--- src/rtl/core/slcs_pkg.sv ---
// Shared types, widths and rounding helpers for the scalar LSTM cell step.
// Used by every module under rtl/core; depends on nothing.
`timescale 1ns / 1ps

package slcs_pkg;

	// Number format and storage widths
	localparam int DATA_WIDTH = 16;
	localparam int FRAC_BITS  = 12;
	localparam int CELL_W     = 24;
	localparam int OUT_W      = 14;
	localparam int COEF_W     = 3 * DATA_WIDTH;
	localparam int NUM_GATES  = 4;

	// Datapath widths
	localparam int ACC_W  = 2 * DATA_WIDTH + 2;
	localparam int MUL_A_W = CELL_W;
	localparam int MUL_B_W = DATA_WIDTH;
	localparam int PROD_W = MUL_A_W + MUL_B_W;
	localparam int ACT_W  = CELL_W + 2;
	localparam int SIG_W  = FRAC_BITS + 1;
	localparam int ACTO_W = FRAC_BITS + 2;

	// Gate codes, also the register index of each gate's coefficients
	localparam logic [1:0] GATE_FORGET = 2'd0;
	localparam logic [1:0] GATE_CAND   = 2'd1;
	localparam logic [1:0] GATE_INPUT  = 2'd2;
	localparam logic [1:0] GATE_OUTPUT = 2'd3;

	// Request to the shared multiplier
	typedef struct packed {
		logic                       en;
		logic signed [MUL_A_W-1:0] a;
		logic signed [MUL_B_W-1:0] b;
	} mul_req_t;

	// Request to the shared activation unit
	typedef struct packed {
		logic signed [ACT_W-1:0] a;
		logic                    tanh_mode;
	} act_req_t;

	localparam logic signed [ACC_W-1:0]  ACC_HALF  = ACC_W'(1) <<< (FRAC_BITS - 1);
	localparam logic signed [PROD_W-1:0] PROD_HALF = PROD_W'(1) <<< (FRAC_BITS - 1);

	// Round half up and drop the extra fraction bits of an accumulator value
	function automatic logic signed [ACC_W-1:0] round_acc(input logic signed [ACC_W-1:0] v);
		logic signed [ACC_W-1:0] t;
		t = v + ACC_HALF;
		return t >>> FRAC_BITS;
	endfunction

	// Round half up and drop the extra fraction bits of a product
	function automatic logic signed [PROD_W-1:0] round_prod(input logic signed [PROD_W-1:0] v);
		logic signed [PROD_W-1:0] t;
		t = v + PROD_HALF;
		return t >>> FRAC_BITS;
	endfunction

endpackage

--- src/rtl/core/slcs_mul.sv ---
// Shared signed multiplier with registered product.
// Depends on slcs_pkg for operand widths and the request struct.
`timescale 1ns / 1ps

module slcs_mul import slcs_pkg::*; (
	input  logic                      clk,
	input  mul_req_t                  req,
	output logic signed [PROD_W-1:0] prod_q
);

	// Capture a new product only when a multiply is issued; hold otherwise
	always_ff @(posedge clk) begin
		if (req.en) begin
			prod_q <= PROD_W'(req.a) * PROD_W'(req.b);
		end
	end

endmodule

--- src/rtl/core/slcs_act.sv ---
// Shared piecewise-linear sigmoid / tanh unit, purely combinational.
// Depends on slcs_pkg for widths and the request struct.
`timescale 1ns / 1ps

module slcs_act import slcs_pkg::*; (
	input  act_req_t                  req,
	output logic signed [ACTO_W-1:0] y
);

	localparam logic [ACT_W-1:0] ONE_U    = ACT_W'(1) << FRAC_BITS;
	localparam logic [ACT_W-1:0] SAT_LIM  = ACT_W'(5) << FRAC_BITS;
	localparam logic [ACT_W-1:0] KNEE_HI  = ACT_W'((19 << FRAC_BITS) / 8);
	localparam logic [ACT_W-1:0] OFF_HI   = ACT_W'((27 << FRAC_BITS) >> 5);
	localparam logic [ACT_W-1:0] OFF_MID  = ACT_W'((5 << FRAC_BITS) >> 3);
	localparam logic [ACT_W-1:0] OFF_LO   = ACT_W'(1) << (FRAC_BITS - 1);
	localparam logic [SIG_W-1:0] ONE_S    = SIG_W'(1) << FRAC_BITS;
	localparam logic signed [ACTO_W:0] ONE_T = (ACTO_W + 1)'(1) <<< FRAC_BITS;

	logic signed [ACT_W-1:0] arg;
	logic                    neg;
	logic [ACT_W-1:0]        u;
	logic [ACT_W-1:0]        yw;
	logic [SIG_W-1:0]        yu;
	logic [SIG_W-1:0]        s;
	logic signed [ACTO_W:0]  t2;

	always_comb begin
		// tanh(a) is taken as 2*sig(2a) - 1
		arg = req.tanh_mode ? (req.a <<< 1) : req.a;
		neg = arg[ACT_W-1];
		u   = neg ? (~arg + ACT_W'(1)) : arg;

		// Pick the segment on the magnitude
		if (u >= SAT_LIM) begin
			yw = ONE_U;
		end else if (u >= KNEE_HI) begin
			yw = (u >> 5) + OFF_HI;
		end else if (u >= ONE_U) begin
			yw = (u >> 3) + OFF_MID;
		end else begin
			yw = (u >> 2) + OFF_LO;
		end
		yu = yw[SIG_W-1:0];

		// Mirror for negative inputs
		s = neg ? (ONE_S - yu) : yu;

		t2 = ($signed({2'b00, s}) <<< 1) - ONE_T;
		y  = req.tanh_mode ? t2[ACTO_W-1:0] : $signed({1'b0, s});
	end

endmodule

--- src/rtl/core/scalar_lstm_cell_step.sv ---
// Top level of the one-unit LSTM cell forward step: sequencer, state and
// coefficient registers. Depends on slcs_pkg, slcs_mul and slcs_act.
`timescale 1ns / 1ps

// Usage
//   Input channel: in_valid / in_stall / x_sample (signed Q4.12). A sample
//   transfers when in_valid is high and in_stall low. in_stall is high while
//   a sample is being worked on.
//   Output channel: out_valid / out_stall / hidden_out (signed Q2.12, within
//   -1.0 .. +1.0). One result per sample, held in an output register until
//   the receiver transfers it.
//   Configuration: cfg_we / cfg_index / cfg_data write one 48-bit coefficient
//   register per cycle (0 forget, 1 candidate, 2 input, 3 output gate; each
//   packs bias[47:32], input weight[31:16], hidden weight[15:0]). Write only
//   while no sample is in flight.
//   Sequence: one multiplier and one activation unit are shared by all steps.
//   The S_GATE steps form the four gate sums; S_SCALE, S_CPROD, S_CSUM,
//   S_TANH, S_HMUL and S_HOUT then update the cell and hidden values. A new
//   sample is taken only once the sequencer is back in S_IDLE.
//   Stall: if the previous result is still waiting at the final step, the
//   sequencer holds there until the receiver takes it.
//   Reset: arst_n clears coefficients, cell and hidden values and drops
//   out_valid; the block leaves reset idle and ready for a sample.

module scalar_lstm_cell_step import slcs_pkg::*; (
	input  logic                          clk,
	input  logic                          arst_n,
	input  logic                          cfg_we,
	input  logic [1:0]                    cfg_index,
	input  logic [COEF_W-1:0]             cfg_data,
	input  logic                          in_valid,
	output logic                          in_stall,
	input  logic signed [DATA_WIDTH-1:0] x_sample,
	output logic                          out_valid,
	input  logic                          out_stall,
	output logic signed [OUT_W-1:0]      hidden_out
);

	typedef enum logic [7:0] {
		S_IDLE  = 8'b0000_0001,
		S_GATE  = 8'b0000_0010,
		S_SCALE = 8'b0000_0100,
		S_CPROD = 8'b0000_1000,
		S_CSUM  = 8'b0001_0000,
		S_TANH  = 8'b0010_0000,
		S_HMUL  = 8'b0100_0000,
		S_HOUT  = 8'b1000_0000
	} state_t;

	localparam logic [2:0] STEP_LAST = 3'd7;

	localparam logic signed [ACC_W-1:0]  CELL_MAX = ACC_W'((2 ** (CELL_W - 1)) - 1);
	localparam logic signed [ACC_W-1:0]  CELL_MIN = ACC_W'(-(2 ** (CELL_W - 1)));
	localparam logic signed [PROD_W-1:0] H_MAX    = PROD_W'((2 ** (DATA_WIDTH - 1)) - 1);
	localparam logic signed [PROD_W-1:0] H_MIN    = PROD_W'(-(2 ** (DATA_WIDTH - 1)));

	state_t                         state_q;
	logic [2:0]                     step_q;
	logic [COEF_W-1:0]              coef_q [NUM_GATES];
	logic signed [DATA_WIDTH-1:0]  x_q;
	logic signed [DATA_WIDTH-1:0]  h_q;
	logic signed [CELL_W-1:0]      c_q;
	logic signed [ACC_W-1:0]       acc_q;
	logic signed [ACTO_W-1:0]      act_q [NUM_GATES];
	logic                           out_valid_q;
	logic signed [OUT_W-1:0]       hidden_out_q;

	mul_req_t                       mul_req;
	act_req_t                       act_req;
	logic signed [PROD_W-1:0]      prod_q;
	logic signed [ACTO_W-1:0]      act_y;

	logic [1:0]                     gate_sel;
	logic [1:0]                     fin_idx;
	logic [COEF_W-1:0]              coef_cur;
	logic signed [DATA_WIDTH-1:0]  wh;
	logic signed [DATA_WIDTH-1:0]  wx;
	logic signed [DATA_WIDTH-1:0]  bias;
	logic signed [ACC_W-1:0]       bias_acc;
	logic signed [ACC_W-1:0]       prod_acc;
	logic signed [ACC_W-1:0]       preact;
	logic signed [PROD_W-1:0]      prod_rnd;
	logic signed [ACC_W-1:0]       c_sum;
	logic signed [CELL_W-1:0]      c_next;
	logic signed [DATA_WIDTH-1:0]  h_next;
	logic                           fire_out;

	slcs_mul u_mul (
		.clk    (clk),
		.req    (mul_req),
		.prod_q (prod_q)
	);

	slcs_act u_act (
		.req (act_req),
		.y   (act_y)
	);

	// Handshake outputs
	assign in_stall   = (state_q != S_IDLE);
	assign out_valid  = out_valid_q;
	assign hidden_out = hidden_out_q;
	assign fire_out   = (state_q == S_HOUT) && (!out_valid_q || !out_stall);

	// Unpack the coefficients of the gate being summed
	assign gate_sel = step_q[2:1];
	assign coef_cur = coef_q[gate_sel];
	assign wh       = $signed(coef_cur[0 +: DATA_WIDTH]);
	assign wx       = $signed(coef_cur[DATA_WIDTH +: DATA_WIDTH]);
	assign bias     = $signed(coef_cur[2 * DATA_WIDTH +: DATA_WIDTH]);
	assign bias_acc = $signed({{(ACC_W - DATA_WIDTH){bias[DATA_WIDTH-1]}}, bias}) <<< FRAC_BITS;
	assign fin_idx  = (state_q == S_SCALE) ? GATE_OUTPUT : (gate_sel - 2'd1);

	// Gate sum completion, cell update and hidden update
	assign prod_acc = $signed(prod_q[ACC_W-1:0]);
	assign preact   = round_acc(acc_q + prod_acc);
	assign prod_rnd = round_prod(prod_q);
	assign c_sum    = acc_q + $signed(prod_rnd[ACC_W-1:0]);

	always_comb begin
		if (c_sum > CELL_MAX) begin
			c_next = CELL_MAX[CELL_W-1:0];
		end else if (c_sum < CELL_MIN) begin
			c_next = CELL_MIN[CELL_W-1:0];
		end else begin
			c_next = c_sum[CELL_W-1:0];
		end
		if (prod_rnd > H_MAX) begin
			h_next = H_MAX[DATA_WIDTH-1:0];
		end else if (prod_rnd < H_MIN) begin
			h_next = H_MIN[DATA_WIDTH-1:0];
		end else begin
			h_next = prod_rnd[DATA_WIDTH-1:0];
		end
	end

	// Steer operands into the shared units
	always_comb begin
		mul_req.en        = 1'b0;
		mul_req.a         = '0;
		mul_req.b         = '0;
		act_req.a         = preact[ACT_W-1:0];
		act_req.tanh_mode = (fin_idx == GATE_CAND);
		case (state_q)
			S_GATE: begin
				mul_req.en = 1'b1;
				mul_req.a  = step_q[0] ? MUL_A_W'(x_q) : MUL_A_W'(h_q);
				mul_req.b  = step_q[0] ? wx : wh;
			end
			S_SCALE: begin
				mul_req.en = 1'b1;
				mul_req.a  = c_q;
				mul_req.b  = MUL_B_W'(act_q[GATE_FORGET]);
			end
			S_CPROD: begin
				mul_req.en = 1'b1;
				mul_req.a  = MUL_A_W'(act_q[GATE_INPUT]);
				mul_req.b  = MUL_B_W'(act_q[GATE_CAND]);
			end
			S_TANH: begin
				act_req.a         = ACT_W'(c_q);
				act_req.tanh_mode = 1'b1;
			end
			S_HMUL: begin
				mul_req.en = 1'b1;
				mul_req.a  = MUL_A_W'(act_q[GATE_OUTPUT]);
				mul_req.b  = MUL_B_W'(act_q[GATE_CAND]);
			end
			default: begin
			end
		endcase
	end

	// Sequencer, coefficients and recurrent state
	always_ff @(posedge clk or negedge arst_n) begin
		if (!arst_n) begin
			state_q     <= S_IDLE;
			step_q      <= '0;
			h_q         <= '0;
			c_q         <= '0;
			out_valid_q <= 1'b0;
			for (int i = 0; i < NUM_GATES; i++) begin
				coef_q[i] <= '0;
			end
		end else begin
			if (cfg_we) begin
				coef_q[cfg_index] <= cfg_data;
			end
			// Drop valid after a transfer unless a new result replaces it
			if (out_valid_q && !out_stall && !fire_out) begin
				out_valid_q <= 1'b0;
			end
			case (state_q)
				S_IDLE: begin
					if (in_valid) begin
						state_q <= S_GATE;
						step_q  <= '0;
					end
				end
				S_GATE: begin
					step_q <= step_q + 3'd1;
					if (step_q == STEP_LAST) begin
						state_q <= S_SCALE;
					end
				end
				S_SCALE: state_q <= S_CPROD;
				S_CPROD: state_q <= S_CSUM;
				S_CSUM: begin
					c_q     <= c_next;
					state_q <= S_TANH;
				end
				S_TANH: state_q <= S_HMUL;
				S_HMUL: state_q <= S_HOUT;
				S_HOUT: begin
					// Hold here while the previous result is still stalled
					if (fire_out) begin
						h_q         <= h_next;
						out_valid_q <= 1'b1;
						state_q     <= S_IDLE;
					end
				end
				default: state_q <= S_IDLE;
			endcase
		end
	end

	// Datapath registers
	always_ff @(posedge clk) begin
		case (state_q)
			S_IDLE: begin
				if (in_valid) begin
					x_q <= x_sample;
				end
			end
			S_GATE: begin
				if (!step_q[0]) begin
					acc_q <= bias_acc;
					if (step_q != 3'd0) begin
						act_q[fin_idx] <= act_y;
					end
				end else begin
					acc_q <= acc_q + prod_acc;
				end
			end
			S_SCALE: act_q[GATE_OUTPUT] <= act_y;
			S_CPROD: acc_q <= $signed(prod_rnd[ACC_W-1:0]);
			S_TANH:  act_q[GATE_CAND] <= act_y;
			S_HOUT: begin
				if (fire_out) begin
					hidden_out_q <= h_next[OUT_W-1:0];
				end
			end
			default: begin
			end
		endcase
	end

	// An accepted sample starts the gate sums at the first step
	a_start: assert property (@(posedge clk) disable iff (!arst_n)
		(in_valid && !in_stall) |=> (state_q == S_GATE && step_q == 3'd0))
		else $error("sample transfer did not start the gate sequence");

	// The gate phase ends after its last step
	a_gate_end: assert property (@(posedge clk) disable iff (!arst_n)
		(state_q == S_GATE && step_q == STEP_LAST) |=> (state_q == S_SCALE))
		else $error("gate phase did not hand over to cell update");

	// A result appears only from the final step
	a_out_src: assert property (@(posedge clk) disable iff (!arst_n)
		$rose(out_valid_q) |-> $past(state_q == S_HOUT))
		else $error("result raised outside the final step");

	// Hidden value changes only when a result is delivered
	a_h_update: assert property (@(posedge clk) disable iff (!arst_n)
		!$stable(h_q) |-> $past(fire_out))
		else $error("hidden value changed without a result");

	// Delivered result stays within plus or minus one
	a_out_range: assert property (@(posedge clk) disable iff (!arst_n)
		out_valid_q |-> (hidden_out_q <= $signed(OUT_W'(4096))
			&& hidden_out_q >= $signed(-OUT_W'(4096))))
		else $error("hidden result out of range");

endmodule
--- config.mk ---
export PLATFORM = sky130hd
export DESIGN_NAME = scalar_lstm_cell_step
export DESIGN_NICKNAME = d
export VERILOG_FILES = /design/src/rtl/core/slcs_pkg.sv /design/src/rtl/core/slcs_mul.sv /design/src/rtl/core/slcs_act.sv /design/src/rtl/core/scalar_lstm_cell_step.sv
export SDC_FILE = /design/constraint.sdc
export NUM_CORES = 2
export LEC_CHECK = 0
export CORE_ASPECT_RATIO = 1.25
export CORE_MARGIN = 3
export CORE_UTILIZATION = 50
export DETAILED_ROUTE_END_ITERATION = 7
export DONT_BUFFER_PORTS = 1
export HOLD_SLACK_MARGIN = 0.08
export PLACE_DENSITY = 0.67
export SLEW_MARGIN = 10
export SYNTH_ARGS = -nofsm -noshare
export SYNTH_HDL_FRONTEND = slang
export SYNTH_SLANG_ARGS = --single-unit
--- constraint.sdc ---
create_clock -name clk -period 25.7 [get_ports clk]
set_input_delay 2.57 -clock clk [delete_from_list [all_inputs] [get_ports clk]]
set_output_delay 2.57 -clock clk [all_outputs]
set_load 0.01 [all_outputs]
# Word level (Yosys, flattened, before mapping)
# Memories as Yosys holds them, arrays and structs flattened.
# Cells that the tools add are included.
[op_classes]
add_sub_neg = 12
n_mul = 1
order_cmp = 10
eq_ne = 14
n_mux = 47
bitwise_logic = 3
n_reduce_logical = 17
[op_table]
columns = ["cell", "count"]
rows = [
  ["$bwmux W192", 1],
  ["$pmux W41 S4", 1],
  ["$mux W48", 3],
  ["$bmux W48 S2", 1],
  ["$demux W48 S2", 1],
  ["$mux W24", 3],
  ["$pmux W34 S2", 1],
  ["$pmux W8 S8", 1],
  ["$mux W13", 4],
  ["$mux W26", 2],
  ["$mux W16", 3],
  ["$mux W14", 3],
  ["$add A40 B13 Y40 const B", 1],
  ["$mul A24 B16 Y40", 1],
  ["$add A13 B12 Y13 const B", 3],
  ["$add A34 B13 Y34 const B", 1],
  ["$add A34 B28 Y34", 1],
  ["$add A34 B34 Y34", 1],
  ["$gt A34 B24 Y1 const B", 1],
  ["$lt A34 B24 Y1 const B", 1],
  ["$mux W34", 1],
  ["$gt A28 B16 Y1 const B", 1],
  ["$lt A28 B16 Y1 const B", 1],
  ["$reduce_or A14 Y1", 2],
  ["other kinds (37)", 65],
]
[word_totals]
ff_bits = 348
ram_bits = 56
input_bits = 71
output_inout_bits = 16
wordCells = 118
mem_count = 1
[mem_list]
columns = ["name", "words", "word_bits", "read_ports", "rd_clocked_by_memory_dff", "write_ports", "line_no", "source"]
rows = [
  ["act_q", 4, 14, 4, 0, 1, "scalar_lstm_cell_step.sv:64", "logic signed [ACTO_W-1:0] act_q [NUM_GATES];"],
]

# Longest topological paths before layout
[logic_depth]
depth_word = 18
mapped_depth = 41
ltp_nobuf = 39

# Cells and area by module
# A second synthesis with hierarchy kept.
[hier_totals]
cells_unflattened = 3913
hier_area_um2 = 39011.2
[by_module_without_submodules]
columns = ["mod", "n_inst", "cells_per_inst", "area_each_um2", "seq_area_each_um2"]
rows = [
  ["scalar_lstm_cell_step", 1, 1860, 21050.2, 9710.6],
  ["slcs_mul", 1, 1620, 15067.0, 1201.2],
  ["slcs_act", 1, 433, 2894.0, 0.0],
]

# Least setup slack after synthesis
# Ideal clock, no wire load.
[synth_timing]
path_kind = "reg2reg"
from = "register state_q[5]"
to = "register u_mul.prod_q[39], data pin"
arrival_time_ps = 9112
path_slack_ps = 16325
path_stages_with_launch = 40
path_cell_list = "dfrtp_1 > nor2_1 > nand2_1 > or3_1 > nor3b_1 > or2_2 > clkbuf_1 > clkbuf_1 > a22oi_1 > o21ai_1 > clkbuf_1 > nand2_1 > fa_1 > inv_1 > fa_1 > ha_1 > inv_1 > fa_1 > [... 4 more ...] > a21oi_1 > o21bai_1 > a21oi_1 > o21bai_1 > a21oi_1 > o21bai_1 > a21oi_1 > nor2b_1 > o31ai_1 > a2111oi_0 > o31ai_1 > o31a_1 > a21oi_1 > a211oi_1 > nor3_1 > a21o_1 > a21oi_1 > xor2_1"
[synth_between]
elab_chain_cells = 3
word_cells_on_any_way = 6
cone_classes = "1 x mul; 4 x eq/ne; 1 x mux"
[synth_rtl]
columns = ["element", "line_no", "source"]
rows = [
  ["start, declared", "scalar_lstm_cell_step.sv:57", "state_t state_q;"],
  ["start signal, assigned", "scalar_lstm_cell_step.sv:177", "state_q <= S_IDLE;"],
  ["start signal, assigned", "scalar_lstm_cell_step.sv:196", "state_q <= S_GATE;"],
  ["start signal, assigned", "scalar_lstm_cell_step.sv:203", "state_q <= S_SCALE;"],
  ["$eq A8 B7 Y1, or another cell as far along", "scalar_lstm_cell_step.sv:144", "case (state_q)"],
  ["$pmux W41 S4 *", "scalar_lstm_cell_step.sv:144", ""],
  ["$mul A24 B16 Y40 *", "slcs_mul.sv:14", "prod_q <= PROD_W'(req.a) * PROD_W'(req.b);"],
  ["end signal, assigned", "slcs_mul.sv:14", ""],
  ["end, declared", "slcs_mul.sv:8", "output logic signed [PROD_W-1:0] prod_q"],
]
# Every way passes the cells marked *; elsewhere a longest branch is shown, timed or not.
# A chain may end at the register's enable or synchronous reset.

# Worst setup path after layout
[layout_timing]
from = "register step_q[1]"
to = "register u_mul.prod_q[39], data pin"
[layout_between]
elab_chain_cells = 7
[layout_rtl]
columns = ["element", "line_no", "source"]
rows = [
  ["start, declared", "scalar_lstm_cell_step.sv:58", "logic [2:0] step_q;"],
  ["start signal, assigned", "scalar_lstm_cell_step.sv:201", "step_q <= step_q + 3'd1;"],
  ["$not A2 Y3 (implied by the code)", "scalar_lstm_cell_step.sv:107", "assign coef_cur = coef_q[gate_sel];"],
  ["$bmux W48 S2", "scalar_lstm_cell_step.sv:107", ""],
  ["$mux W48 (implied by the code) (2 in a row)", "scalar_lstm_cell_step.sv:107", ""],
  ["$mux W16", "scalar_lstm_cell_step.sv:148", "mul_req.b = step_q[0] ? wx : wh;"],
  ["$pmux W41 S4", "scalar_lstm_cell_step.sv:144", ""],
  ["$mul A24 B16 Y40", "slcs_mul.sv:14", ""],
]
# No other way between the ends. The select of a mux whose other input is x is not followed.

==> key figures <==
STA
  – Fin Clk Skew: between 0.02 and 0.03 ns
  – Tightest Pin Transition: roughly 1.3 ns
  – Number of failing setup endpoints in the final timing report: 0
  – Smallest setup slack after layout: ~16 ns
  – Final-layout worst hold slack: around 0.47 ns
  – Setup_tns: 0 ns
  – Final worst path period share: between 30% and 40%
  – Count of final max-slew check failures: 0
  – Relative slew margins: 13.4%
  – Final hold viol count: 0
  – Tmin final: around 10 ns
  – RSZ-0062 raised after global routing: no
  – Maximum achievable frequency: around 0.1 GHz

Clock network
  – Root Driver: clkbuf_16
  – Number of clock sinks seen by CTS: between 400 and 500
  – Maximum clock path buffer count: 3
  – TritonCTS clock tree: built
  – Clock insertion delay at the later pin of the skew report: 0.58 ns
  – Total CTS buffers: 43
  – Setup Fix Bufs, Post-CTS: 0
  – CTS Hold Buffers Added: 0
  – # H-tree levels: 2
  – Count of cells resized by post-cts repair: 0
  – Clock-pin slew reported for the worst setup and hold paths after clock tree synthesis: approximately 0.060 ns

Hold path
  – Worst hold path depth: 2
  – Hold crit path type: reg2reg

Synth
  – Synth warn: 0
  – Most common cell in the synthesized netlist: nand2_1
  – Synth top cells by count: nand2_1 (448), inv_1 (425), fa_1 (377)
  – Post-synthesis instance area: approximately 38000 µm²
  – Top area cells in the synthesized netlist: fa_1 (20%), dfrtp_1 (16%), edfxtp_1 (13%), mux2_2 (5.9%), ha_1 (5.8%)
  – Predominant post-synthesis flop cell: dfrtp_1
  – Post-synthesis net count: between 4000 and 5000
  – Number of flops mapped to enable cells by yosys: 160
  – Ys async rst share: approximately three fifths
  – Post-synthesis sequential element count: about 400
  – Count of different cell masters after synthesis: about 120
  – Average size of a mapped cell: 10.1 µm²
  – Area share of the leading cell type in the synthesized netlist: 19.9%
  – Sequential share of the synthesized area: around 29%
  – Cell type contributing the most total cell area after synthesis: fa_1
  – Syn Inst Count: ~3800

Status
  – Result of the run: completed

GRT
  – Number of antenna violations at the first check in global routing: 8
  – Number of global-route vias before repair: 29000
  – Total routing usage reported by global routing: around 28%
  – Global-route wire length before repair: 171000 µm
  – Congestion Overflow GR: 0
  – Pin count of the biggest net entering global routing: about 250

Finish
  – Final Util: a little over half
  – Share of final-layout standard cells stronger than drive strength 1: between 10% and 20%
  – Layout area overhead: 7.11%
  – Final cell area excluding filler cells: around 40000 µm²
  – Layout Cells excl Fill: about 4700
  – Nets: between 4000 and 5000

Placement
  – Placed Cells: ~4600
  – Total placed instance area: about 40000 µm²
  – Number of port buffers: 0
  – RD Place Congestion: around 0.94
  – Half-perimeter wire length after placement: about 85000 µm
  – Worst setup slack before clock tree synthesis: roughly 16 ns

Floorplanning
  – Placeable core region: roughly 75000 µm²
  – DIE AREA: around 79000 µm²
  – Starting density of the core: ~51%
  – Number of rows in the core area: 112
  – # IOs: a little under 90
  – Die span in x: 252 µm
  – Chip height: ~310 µm

Critical path
  – WP depth: 39
  – Setup crit end kind: flip-flop
  – Critical Path RT: about 26 ns
  – Stage delay of the slowest cell on the critical path: approximately 0.75 ns
  – Buf+Inv Stages, Crit Path: 8
  – Data arrival at the endpoint of the critical path: between 10 and 15 ns
  – Start-to-end type of the worst setup path: reg2reg
  – Most used cell along the critical path: a21oi_1
  – Cell depth of the worst flop-to-flop path: 39
  – CP Max Fanout: 28
  – Cell family with the largest share of critical-path delay: compound AO/OA/AOI/OAI gates
  – Standard cell with the maximum stage delay on the critical path: dfrtp_4
  – Startpoint type of the worst setup path: flip-flop

Drt
  – Number of remaining DRC errors: 0
  – DR pass1 iterations: 7
  – Per-cell routed wire length: roughly 24 µm
  – Residual antenna-violating net count after detailed routing: 0
  – Total Routed Length: ~110000 µm
  – Routed via count divided by cell count: around 6.1
  – Number of DRC violations after detailed-routing iteration 0: 2570
  – Vias: 28600

Power
  – Power Total: roughly 3.7 mW
  – Peak VDD IR: slightly below 0.08 mV
  – Static Leakage: around 18 nW
  – Pwr Density: 91.3 nW/µm²

Job
  – Max-capacitance violation count: 0
tightest hold or removal path, cell delays in order (launching register included):
cell,delay [ns]
dfrtp_1,0.34
nand2_1,0.05
nand2_1,0.05
cells by family (layout without fill, tap and decap cells):
family / Yosys count / after routing / synth area share, %
simple gates: 1130 / 1130 / 14.0
compound gates: 619 / 619 / 11.3
buf+inv: 585 / 566 / 6.00
fa+ha+maj: 554 / 554 / 25.8
flops: 404 / 404 / 28.8
mux: 305 / 305 / 10.3
xor+xnor: 158 / 158 / 3.83
other cells: 0 / 6 / 0
sequential cells by signal, summed over array words and instances, names as in the netlist:
signal / count
acc_q: 34
act_q: 56
c_q: 24
coef_q: 192
h_q: 16
hidden_out: 14
out_valid: 1
state_q: 8
step_q: 3
u_mul.prod_q: 40
x_q: 16
final cells by class:
type                            instances  area, µm²
Fill cell                            6558      34200
Multi-Input combinational cell       2766      24800
Sequential cell                       404      10900
Inverter                              425       1600
Clock buffer                           57       1250
Tap cell                              969       1210
Timing Repair Buffer                   64        475
Clock inverter                         20        318
Antenna cell                            6       15.0
cells in the final DEF (no fill, tap or decap), types with 17 or more instances in the layout:
cell | Yosys | final
a211oi_1 | 21 | 21
a21o_1 | 35 | 35
a21oi_1 | 146 | 145
a221o_1 | 18 | 18
a221oi_1 | 19 | 17
a31oi_1 | 21 | 21
and2_1 | 25 | 25
and3_1 | 33 | 33
buf_4 | 5 | 62
clkbuf_16 | 0 | 46
dfrtp_1 | 243 | 240
edfxtp_1 | 160 | 160
fa_1 | 377 | 377
ha_1 | 177 | 177
inv_1 | 425 | 424
mux2_2 | 200 | 200
mux2i_1 | 52 | 52
mux4_2 | 48 | 48
nand2_1 | 448 | 448
nand2b_1 | 47 | 47
nand3_1 | 62 | 61
nand4_1 | 31 | 31
nor2_1 | 286 | 285
nor2b_1 | 20 | 20
nor3_1 | 55 | 54
nor4_1 | 24 | 24
o211ai_1 | 21 | 21
o21a_1 | 17 | 17
o21ai_0 | 116 | 116
o21bai_1 | 19 | 19
o31ai_1 | 17 | 17
or3_1 | 21 | 20
xnor2_1 | 95 | 95
xor2_1 | 57 | 57
worst paths after layout:
path	slack (ns)	to	start
setup reg to reg	15.66	u_mul.prod_q[39]	step_q[1]
setup / recovery	15.66	u_mul.prod_q[39]	step_q[1]
hold reg to reg	0.47	h_q[7]	h_q[7]
hold / removal	0.47	h_q[7]	h_q[7]
min in group asynchronous	1.68	coef_q[71]	arst_n
max in group asynchronous	23.59	coef_q[63]	arst_n
per-layer routing:
metal	global-route usage (%)	share of wire, %	wire [µm]
met1	36.0	39	43200
met2	46.7	48	52900
met3	5.05	7.5	8390
met4	14.4	6.0	6620
met5	0	0	0
report_power, final:
part | total, mW | switching [mW] | internal [mW]
sequential | 0.896 | 0.0830 | 0.813
combinational | 2.13 | 1.34 | 0.782
clock | 0.687 | 0.270 | 0.416
(Power assumes the default switching activity.)
